`config.mk`:
```
export PLATFORM = sky130hd
export DESIGN_NAME = ialu_div_stage
export DESIGN_NICKNAME = d
export VERILOG_FILES = /design/src/ialu_pkg.sv /design/src/ialu_div_stage.sv
export SDC_FILE = /design/constraint.sdc
export NUM_CORES = 1
export LEC_CHECK = 0
export BUFFER_PORTS_ARGS = -buffer_cell sky130_fd_sc_hd__buf_2
export CAP_MARGIN = 20
export CORE_AREA = 5 5 277 279
export DETAILED_ROUTE_END_ITERATION = 6
export DIE_AREA = 0 0 282 284
export PLACE_DENSITY = 0.48
export SETUP_SLACK_MARGIN = 0.4
export SYNTH_ARGS = -nofsm -noshare
export SYNTH_HDL_FRONTEND = slang
export SYNTH_SLANG_ARGS = --single-unit
```
`constraint.sdc`:
```
create_clock -name clk -period 0.9 [get_ports clk]
set_clock_uncertainty 0.1 [all_clocks]
set_input_delay 0.09 -clock clk [delete_from_list [all_inputs] [get_ports clk]]
set_output_delay 0.09 -clock clk [all_outputs]
set_load 0.03 [all_outputs]
```
`src/ialu_pkg.sv`:
```
// ----------------------------------------------------------------------------
// ialu_pkg
// shared types and constants for the pipelined 64-bit integer alu
// ----------------------------------------------------------------------------
package ialu_pkg;

    localparam int unsigned DataWidth = 64;
    localparam int unsigned HalfWidth = DataWidth / 2;
    localparam int unsigned ModeWidth = 4;

    typedef enum logic [ModeWidth-1:0] {
        OP_ADD    = 4'd0,
        OP_SUB    = 4'd1,
        OP_MUL    = 4'd2,
        OP_DIV    = 4'd3,
        OP_MOD    = 4'd4,
        OP_AND    = 4'd5,
        OP_OR     = 4'd6,
        OP_XOR    = 4'd7,
        OP_SHL    = 4'd8,
        OP_SHR    = 4'd9,
        OP_NEG    = 4'd10,
        OP_NOT    = 4'd11,
        OP_BITNOT = 4'd12
    } alu_op_t;

    // payload that travels down the pipe next to its valid bit
    typedef struct packed {
        logic [ModeWidth-1:0] mode;
        logic                 a_neg;
        logic                 b_neg;
        logic                 ok;
        logic [DataWidth-1:0] res;
        logic [DataWidth-1:0] pp_lo;
        logic [HalfWidth-1:0] pp_cross;
        logic [DataWidth-1:0] rem;
        logic [DataWidth-1:0] quo;
        logic [DataWidth-1:0] dvs;
    } pipe_t;

    function automatic logic [DataWidth-1:0] mag(input logic [DataWidth-1:0] x);
        mag = x[DataWidth-1] ? (~x + 1'b1) : x;
    endfunction

endpackage

```
`src/ialu_div_stage.sv`:
```
// ----------------------------------------------------------------------------
// ialu_div_stage
// one restoring division step, one quotient bit, registered
// ----------------------------------------------------------------------------
module ialu_div_stage (
    input  logic              clk,
    input  logic              rst_n,
    input  logic              en,
    input  logic              in_valid,
    input  ialu_pkg::pipe_t   in_data,
    output logic              out_valid,
    output ialu_pkg::pipe_t   out_data
);

    localparam int unsigned W = ialu_pkg::DataWidth;

    logic            valid_reg;
    ialu_pkg::pipe_t data_reg;
    ialu_pkg::pipe_t data_next;
    logic [W:0]      trial;
    logic [W:0]      diff;

    always_comb
    begin
        data_next = in_data;
        trial     = {in_data.rem, in_data.quo[W-1]};
        diff      = trial - {1'b0, in_data.dvs};
        if (!diff[W])
        begin
            data_next.rem = diff[W-1:0];
            data_next.quo = {in_data.quo[W-2:0], 1'b1};
        end
        else
        begin
            data_next.rem = trial[W-1:0];
            data_next.quo = {in_data.quo[W-2:0], 1'b0};
        end
    end

    always_ff @(posedge clk or negedge rst_n)
    begin
        if (!rst_n)
        begin
            valid_reg <= 1'b0;
        end
        else if (en)
        begin
            valid_reg <= in_valid;
        end
    end

    always_ff @(posedge clk)
    begin
        if (en)
        begin
            data_reg <= data_next;
        end
    end

    assign out_valid = valid_reg;
    assign out_data  = data_reg;

endmodule

```
* Word-level counts from Yosys, hierarchy flattened
Index checks and enable logic that the tools add are counted.
** Cells by class
- Multiplexer cells :: 1
- Add/sub/neg operators :: 1
** Operators with widths (count)
- 128-bit 2-to-1 mux :: 1
- 65-bit by 64-bit subtractor with 65-bit output :: 1
** Storage, ports and cells
- Bits of input ports :: 363
- Logic and storage cells :: 13
- Output and inout bits :: 360
- Register bits :: 360

* Longest topological paths before layout
Gate-level depths: netlist (run 1).
- Depth in word-level cells :: 2
- Depth in mapped cells :: 17
- Depth with buffers taken out :: 13

* Worst setup path before layout (run 1)
OpenSTA, ideal clock, no wires.
- Path type :: input to register
- Start :: in in_data[7] in the netlist's numbering
- End :: reg data_reg, in the netlist out_data[185], data pin
- Path slack :: -2.309 ns
- Buffers on the path :: 5
- Setup time :: 0.260 ns
- Data arrival time :: 2.848 ns
- Stages :: 17
- Path through :: inv_1 ha_1 buf_2 a21oi_2 nor2_1 o41ai_4 o22ai_2 o21ai_2 a211oi_2 or3_1 buf_6 and3_1 buf_6 inv_4 buf_6 buf_8 mux2_4
** RTL lines
- start: declaration :: RTL line ialu_div_stage.sv:10 : input ialu_pkg::pipe_t in_data,
- end signal: assignment :: RTL line ialu_div_stage.sv:56 : data_reg <= data_next;
- end: declaration :: RTL line ialu_div_stage.sv:18 : ialu_pkg::pipe_t data_reg;

==> results of run 1 <==
synthesized netlist by cell type, types with 6 or more instances:
master	n	share of area
o31ai_1	6	0.0028
a211oi_1	6	0.0028
inv_1	87	0.020
a21o_1	32	0.015
xor2_1	22	0.012
and3_1	10	0.0039
nand4_1	20	0.0078
edfxtp_1	359	0.67
o21a_1	9	0.0042
o21bai_1	13	0.0061
nor3_1	14	0.0044
nand2b_1	8	0.0031
mux2i_1	9	0.0056
clkbuf_1	19	0.0045
o21ai_0	41	0.013
a31oi_1	10	0.0039
mux2_2	50	0.035
ha_1	64	0.050
nor2_1	46	0.011
nor2b_1	13	0.0051
xnor2_1	32	0.018
buf_2	6	0.0019
nand2_1	67	0.016
nand3_1	11	0.0034
a21oi_1	78	0.024
power groups by stage:
| stage | sequential (mW) | combinational, mW | clock [mW] |
|---|---|---|---|
| after floorplan | 24.5 | 3.65 | 0 |
| after global placement | 21.3 | 13.3 | 0 |
| after detailed placement | 21.2 | 13.4 | 0 |
| after CTS | 21.4 | 17.3 | 18.9 |
| after global routing | 21.5 | 18.7 | 19.5 |
| final | 21.4 | 17.8 | 18.2 |
sequential cells by signal, summed over array words and instances, names as in the netlist:
| name | cells |
|---|---|
| out_data | 359 |
| out_valid | 1 |
cells by family after synthesis:
logic type / synth area share
flip-flops: 0.6751
AO/OA/AOI/OAI: 0.09811
AND/OR/NAND/NOR: 0.07153
buffers and inverters: 0.03268
adder cells (fa/ha/maj): 0.05128
multiplexers: 0.04174
XOR/XNOR: 0.02955
critical path, stage by stage:
cell	delay, ns
buf_12	0.09
inv_12	0.03
ha_4	0.17
fa_2	0.37
nor2b_2	0.15
o211ai_1	0.13
a21o_1	0.27
o22ai_4	0.17
o21ai_2	0.11
a211oi_2	0.30
o211ai_1	0.15
and3_4	0.24
inv_12	0.10
buf_12	0.13
buf_16	0.14
mux2_4	0.30
metal layers:
layer / GRT usage / up-vias
met3: 0.06203 / 157
met1: 0.2211 / 7376
met4: 0.08188 / 16
met5: 0 / -
met2: 0.3251 / 601
li1: - / 6979
worst max path at each step:
stage                             from             to
after floorplan           in_data[127]  out_data[185]
after global placement     in_data[51]  out_data[190]
after detailed placement  in_data[127]  out_data[147]
after CTS                 in_data[127]  out_data[185]
after global routing       in_data[23]  out_data[145]
final                     in_data[127]  out_data[143]
repair_timing:
item / CTS / global route
pin swaps: 11 / 30
setup endpoints to repair: 426 / 591
cloned: 5 / 1
endpoints found under the hold margin: 429 / 329
resized for setup: 817 / 219
setup buffers: 17 / 17
cell type report:
class	instances	area (um2)
Timing Repair Buffer	1341	12030
Multi-Input combinational cell	641	5453
Clock buffer	49	1120
Inverter	88	365.4
Clock inverter	29	336.6
Antenna cell	16	40.04
Fill cell	6817	42580
Sequential cell	360	10810
Tap cell	969	1212
metrics by stage:
step / util / hold WS [ns] / power, mW / instance area (um2) / setup WS [ns]
after floorplan: - / -0.3056 / 28.15 / 16230 / -2.175
after global placement: 0.3172 / -0.2333 / 34.56 / 23460 / -2.589
after detailed placement: 0.3172 / -0.2341 / 34.60 / 23460 / -2.524
after CTS: 0.4127 / -0.4364 / 57.49 / 30520 / -1.780
after global routing: 0.4239 / -0.4354 / 59.66 / 31340 / -1.953
final: 0.4241 / -0.3937 / 57.40 / 31360 / -1.848
==> impl_metrics.env, run 1 <==
export IMPL_cp_arrival_ns=2.96
export IMPL_synth_nets=1552
export IMPL_critPathCaptureType="register"
export IMPL_root_buffer="clkbuf_16"
export IMPL_io_buffers=722
export IMPL_overflow=0
export IMPL_via_per_inst=4.331
export IMPL_nets=2903
export IMPL_p_sw_frac=0.3029
export IMPL_maxCapViolCount=0
export IMPL_grt_pass1_vias=16027
export IMPL_r2r_slack_ns=0.02
export IMPL_dr_pass1_iters=5
export IMPL_p_clk_frac=0.318
export IMPL_fmax_mhz=363.9
export IMPL_hold_slack_ns=-0.3937
export IMPL_switchingPower_mw=17.39
export IMPL_dieHeight_um=284
export IMPL_wirelength_um=82700
export IMPL_setup_viol=425
export IMPL_fin_crit_sh=3.053
export IMPL_dp_cells=3098
export IMPL_fp_dieW_um=282
export IMPL_initial_core_util=0.2164
export IMPL_routed_top_layer="met5"
export IMPL_drt_initial_drc_count=731
export IMPL_synthToLayoutAreaGrowth_pct=95.95
export IMPL_postRouteAntennaNets=0
export IMPL_status="complete, but fails checks"
export IMPL_min_path_cells=1
export IMPL_syn_avg_cell_area_um2=14.24
export IMPL_synth_cells=1124
export IMPL_antenna_found_initial=30
export IMPL_critical_path_class="primary input to register"
export IMPL_remaining_drc_errors=0
export IMPL_final_cell_mix="buf_6, edfxtp_1, buf_2"
export IMPL_drv_slew=0
export IMPL_fin_ws_ns=-1.848
export IMPL_clock_sinks=360
export IMPL_grt_start_max_net_pins=34
export IMPL_cts_clk_slew_worst_paths_ns=0.06
export IMPL_coreArea_mm2=0.07395
export IMPL_worst_pin_slew_ns=0.6780
export IMPL_vias=15129
export IMPL_crit_fanout=7
export IMPL_relSlewSlack=0.5432
export IMPL_die_area_mm2=0.08009
export IMPL_detailed_place_hpwl_um=63570
export IMPL_holdBufCountCts=261
export IMPL_grt_total_usage=0.1914
export IMPL_irDropWorstVdd_uv=1110
export IMPL_ys_seq_area_frac=0.6751
export IMPL_cts_tree="done"
export IMPL_cts_buffers=43
export IMPL_ys_ff_latch=360
export IMPL_hold_start="in_data[0]"
export IMPL_required_ns=1.11
export IMPL_rr_startpoint="out_valid"
export IMPL_drive_gt1_frac=0.5195
export IMPL_power_density_mw_per_mm2=1830
export IMPL_clk_latency_ns=0.57
export IMPL_finalHoldViolations=329
export IMPL_r2r_end="out_valid"
export IMPL_syn_area_mm2=0.01601
export IMPL_routedWlPerCell_um=23.68
export IMPL_wl_met1_um=31550
export IMPL_wl_met2_um=39910
export IMPL_min_path_type="primary input to register"
export IMPL_rsz0062_at_grt="true"
export IMPL_ys_flop_type="edfxtp_1"
export IMPL_seq_power_share=0.372
export IMPL_synth_edf_count=359
export IMPL_ys_warn_count=0
export IMPL_io_pins=723
export IMPL_synthArstFlopShare=0.002778
export IMPL_reg2reg_depth=1
export IMPL_grt_pass1_wl_um=112500
export IMPL_setup_tns_ns=-262.48
export IMPL_final_cells=3493
export IMPL_yosysUniqueCellTypes=76
export IMPL_htree_num_levels=2
export IMPL_fin_crit_ns=2.748
export IMPL_rows=100
export IMPL_min_to="out_data[0]"
export IMPL_gp_congestion=0.9011
export IMPL_routed_wl_met3_um=7047
export IMPL_worstSetupStartpointType="primary input"
export IMPL_combPwrFrac=0.310
export IMPL_failed_checks="hold timing, setup timing"
export IMPL_clock_path_buffers=3
export IMPL_p_int_mw=40.02
export IMPL_mostFrequentLayoutCell="buf_6"
export IMPL_leakage_nw=15.04
No activity file was read; power rests on OpenSTA's default activity.
==> run 2, diff against run 1 <==
- CORE_AREA: 5 5 277 279 -> 2 2 283 285
- DIE_AREA: 0 0 282 284 -> 0 0 285 287
- PLACE_DENSITY: 0.48 -> 0.46
- SETUP_SLACK_MARGIN: 0.4 -> default
- TNS_END_PERCENT: default -> 10
==> run 2 against run 1 <==
The run still ends with hold timing, setup timing left; combinational power shrank 5%; sequential power is essentially flat; count of clock-buffer cells in the layout grew 3; sequential share of layout area grew 0.18 points; fmax shrank 0.49%; final cell count grew 4.4%; power shrank 0.90%; flip-flop and latch count is the same; core utilization shrank 2.7 points; critical path type unchanged; critical endpoint is now out_data[144].
==> impl_metrics.env, run 2 (synthesized netlist as in run 1, its figures left out) <==
export IMPL_gp_congestion=0.9156
export IMPL_cts_buffers=46
export IMPL_cts_tree="done"
export IMPL_routedWlPerCell_um=21.47
export IMPL_rr_startpoint="out_valid"
export IMPL_path_buf_inv=7
export IMPL_fin_crit_ns=2.762
export IMPL_grt_total_usage=0.1795
export IMPL_fmax_mhz=362.1
export IMPL_cp_common_cell="buf_6"
export IMPL_drive_gt1_frac=0.5017
export IMPL_power_density_mw_per_mm2=1824
export IMPL_drv_slew=0
export IMPL_setup_tns_ns=-268.32
export IMPL_relSlewSlack=0.6020
export IMPL_pre_cts_slack_ns=-2.628
export IMPL_switchingPower_mw=17.29
export IMPL_p_sw_frac=0.3039
export IMPL_critical_path_top_delay_family="simple AND/OR/NAND/NOR gates"
export IMPL_cp_arrival_ns=2.98
export IMPL_clock_sinks=360
export IMPL_setup_viol=432
export IMPL_grt_pass1_vias=15954
export IMPL_hold_start="in_data[0]"
export IMPL_grt_pass1_wl_um=108600
export IMPL_fin_ws_ns=-1.862
export IMPL_r2r_slack_ns=0.02
export IMPL_cts_clk_slew_worst_paths_ns=0.06
export IMPL_clock_path_buffers=3
export IMPL_crit_fanout=8
export IMPL_cpMaxStageDelayCell="or3_4"
export IMPL_postRouteAntennaNets=0
export IMPL_largest_reg_flops=359
export IMPL_dr_pass1_iters=5
export IMPL_p_clk_frac=0.329
export IMPL_finalHoldViolations=43
export IMPL_num_fill_cells=7451
export IMPL_min_to="out_data[0]"
export IMPL_die_area_mm2=0.08180
export IMPL_path_cells="buf_6 -> inv_2 -> ha_4 -> buf_6 -> buf_4 -> nand2_1 -> o22ai_2 -> o21ai_1 -> nand4_1 -> o21ai_4 -> a211oi_4 -> or3_4 -> and3_4 -> clkinv_8 -> buf_12 -> clkbuf_16 -> mux2_2"
export IMPL_worstSetupStartpointType="primary input"
export IMPL_remaining_drc_errors=0
export IMPL_fin_crit_sh=3.068
export IMPL_critical_path_class="primary input to register"
export IMPL_min_path_cells=1
export IMPL_drt_initial_drc_count=804
export IMPL_coreArea_mm2=0.07861
export IMPL_synthToLayoutAreaGrowth_pct=94.90
export IMPL_min_path_type="primary input to register"
export IMPL_status="complete, but fails checks"
export IMPL_grt_start_max_net_pins=40
export IMPL_detailed_place_hpwl_um=60160
export IMPL_fp_dieW_um=285
export IMPL_io_buffers=722
export IMPL_mostFrequentLayoutCell="buf_2"
export IMPL_clk_latency_ns=0.57
export IMPL_vias=15199
export IMPL_critical_path_max_stage_delay_ns=0.39
export IMPL_required_ns=1.12
export IMPL_failed_checks="hold timing, setup timing"
export IMPL_reg2reg_depth=1
export IMPL_rows=103
export IMPL_nets=2986
export IMPL_combPwrFrac=0.297
export IMPL_htree_num_levels=2
export IMPL_overflow=0
export IMPL_final_cell_mix="buf_2, edfxtp_1, dlygate4sd3_1"
export IMPL_p_int_mw=39.60
export IMPL_leakage_nw=13.53
export IMPL_r2r_end="out_valid"
export IMPL_irDropWorstVdd_uv=1339
export IMPL_wirelength_um=78270
export IMPL_via_per_inst=4.169
export IMPL_worst_pin_slew_ns=0.5908
export IMPL_hold_slack_ns=-0.4073
export IMPL_initial_core_util=0.2036
export IMPL_root_buffer="clkbuf_16"
export IMPL_critPathCaptureType="register"
export IMPL_io_pins=723
export IMPL_maxCapViolCount=0
export IMPL_seq_power_share=0.373
export IMPL_dieHeight_um=287
export IMPL_antenna_found_initial=27
export IMPL_rsz0062_at_grt="true"
-- run 2: changes by cell type in the layout (fill, tap and decap cells not counted), moves of 13 or more --
cell | before | now
buf_2 | 353 | 448
buf_4 | 330 | 308
buf_6 | 368 | 284
diode_2 | 16 | 3
dlygate4sd3_1 | 97 | 354
dlymetal6s4s_1 | 164 | 0
mux2_2 | 1 | 40
mux2_4 | 50 | 11
-- run 2: cell type report --
type / instances / area (um2) / share of cell area
antenna: 3 / 7.507 / 0.0002407
clock buffer: 52 / 1195 / 0.03831
clock inverter: 31 / 314.1 / 0.01007
inverter: 88 / 360.3 / 0.01155
tap: 1050 / 1314 / 0.04212
multi-input combinational: 641 / 5391 / 0.1728
timing repair buffer: 1421 / 11810 / 0.3785
sequential: 360 / 10810 / 0.3464
-- run 2: per-stage QoR --
step,instance area (um2),power (mW),cells,hold slack (ns),util
2_1_floorplan,16220,28.14,1124,-0.3056,-
3_3_place_gp,23380,34.20,3171,-0.2346,0.2974
3_5_place_dp,23380,34.24,3171,-0.2288,0.2974
4_1_cts,30620,56.93,3622,-0.4500,0.3895
5_1_grt,31190,59.18,3645,-0.4464,0.3968
6_report,31190,56.89,3646,-0.4073,0.3968
-- run 2: power groups by stage --
stage                     clock network [mW]  logic [mW]  registers (mW)
after floorplan                            0        3.64            24.5
after global placement                     0        13.0            21.2
after detailed placement                   0        13.0            21.2
after CTS                               19.3        16.4            21.2
after global routing                    20.0        17.9            21.4
final                                   18.7        16.9            21.2
-- run 2: what timing repair did --
action                     4_1_cts  5_1_grt
hold endpoints to repair       472       52
buffers inserted                13       20
pin swaps                       30       24
hold buffers                   353        2
resized for setup              595       84
setup endpoints to repair      425      441
cloned                           3        3
-- run 2: worst max-delay path by stage --
stage                             from             to  slack (ns)  depth (start not counted)
final                      in_data[20]  out_data[144]       -1.86                         17
after global routing       in_data[24]  out_data[154]       -1.96                         16
after CTS                 in_data[127]  out_data[144]       -1.84                         16
after detailed placement  in_data[127]  out_data[164]       -2.63                         15
after global placement      in_data[4]  out_data[185]       -2.60                         14
after floorplan           in_data[127]  out_data[185]       -2.18                         16
-- run 2: per-layer routing --
metal | global-route usage | up-vias | routed length [um]
li1 | - | 7114 | -
met5 | 0 | - | 166
met3 | 0.05841 | 125 | 6133
met2 | 0.3152 | 521 | 38920
met4 | 0.04188 | 26 | 1651
met1 | 0.2122 | 7413 | 31400
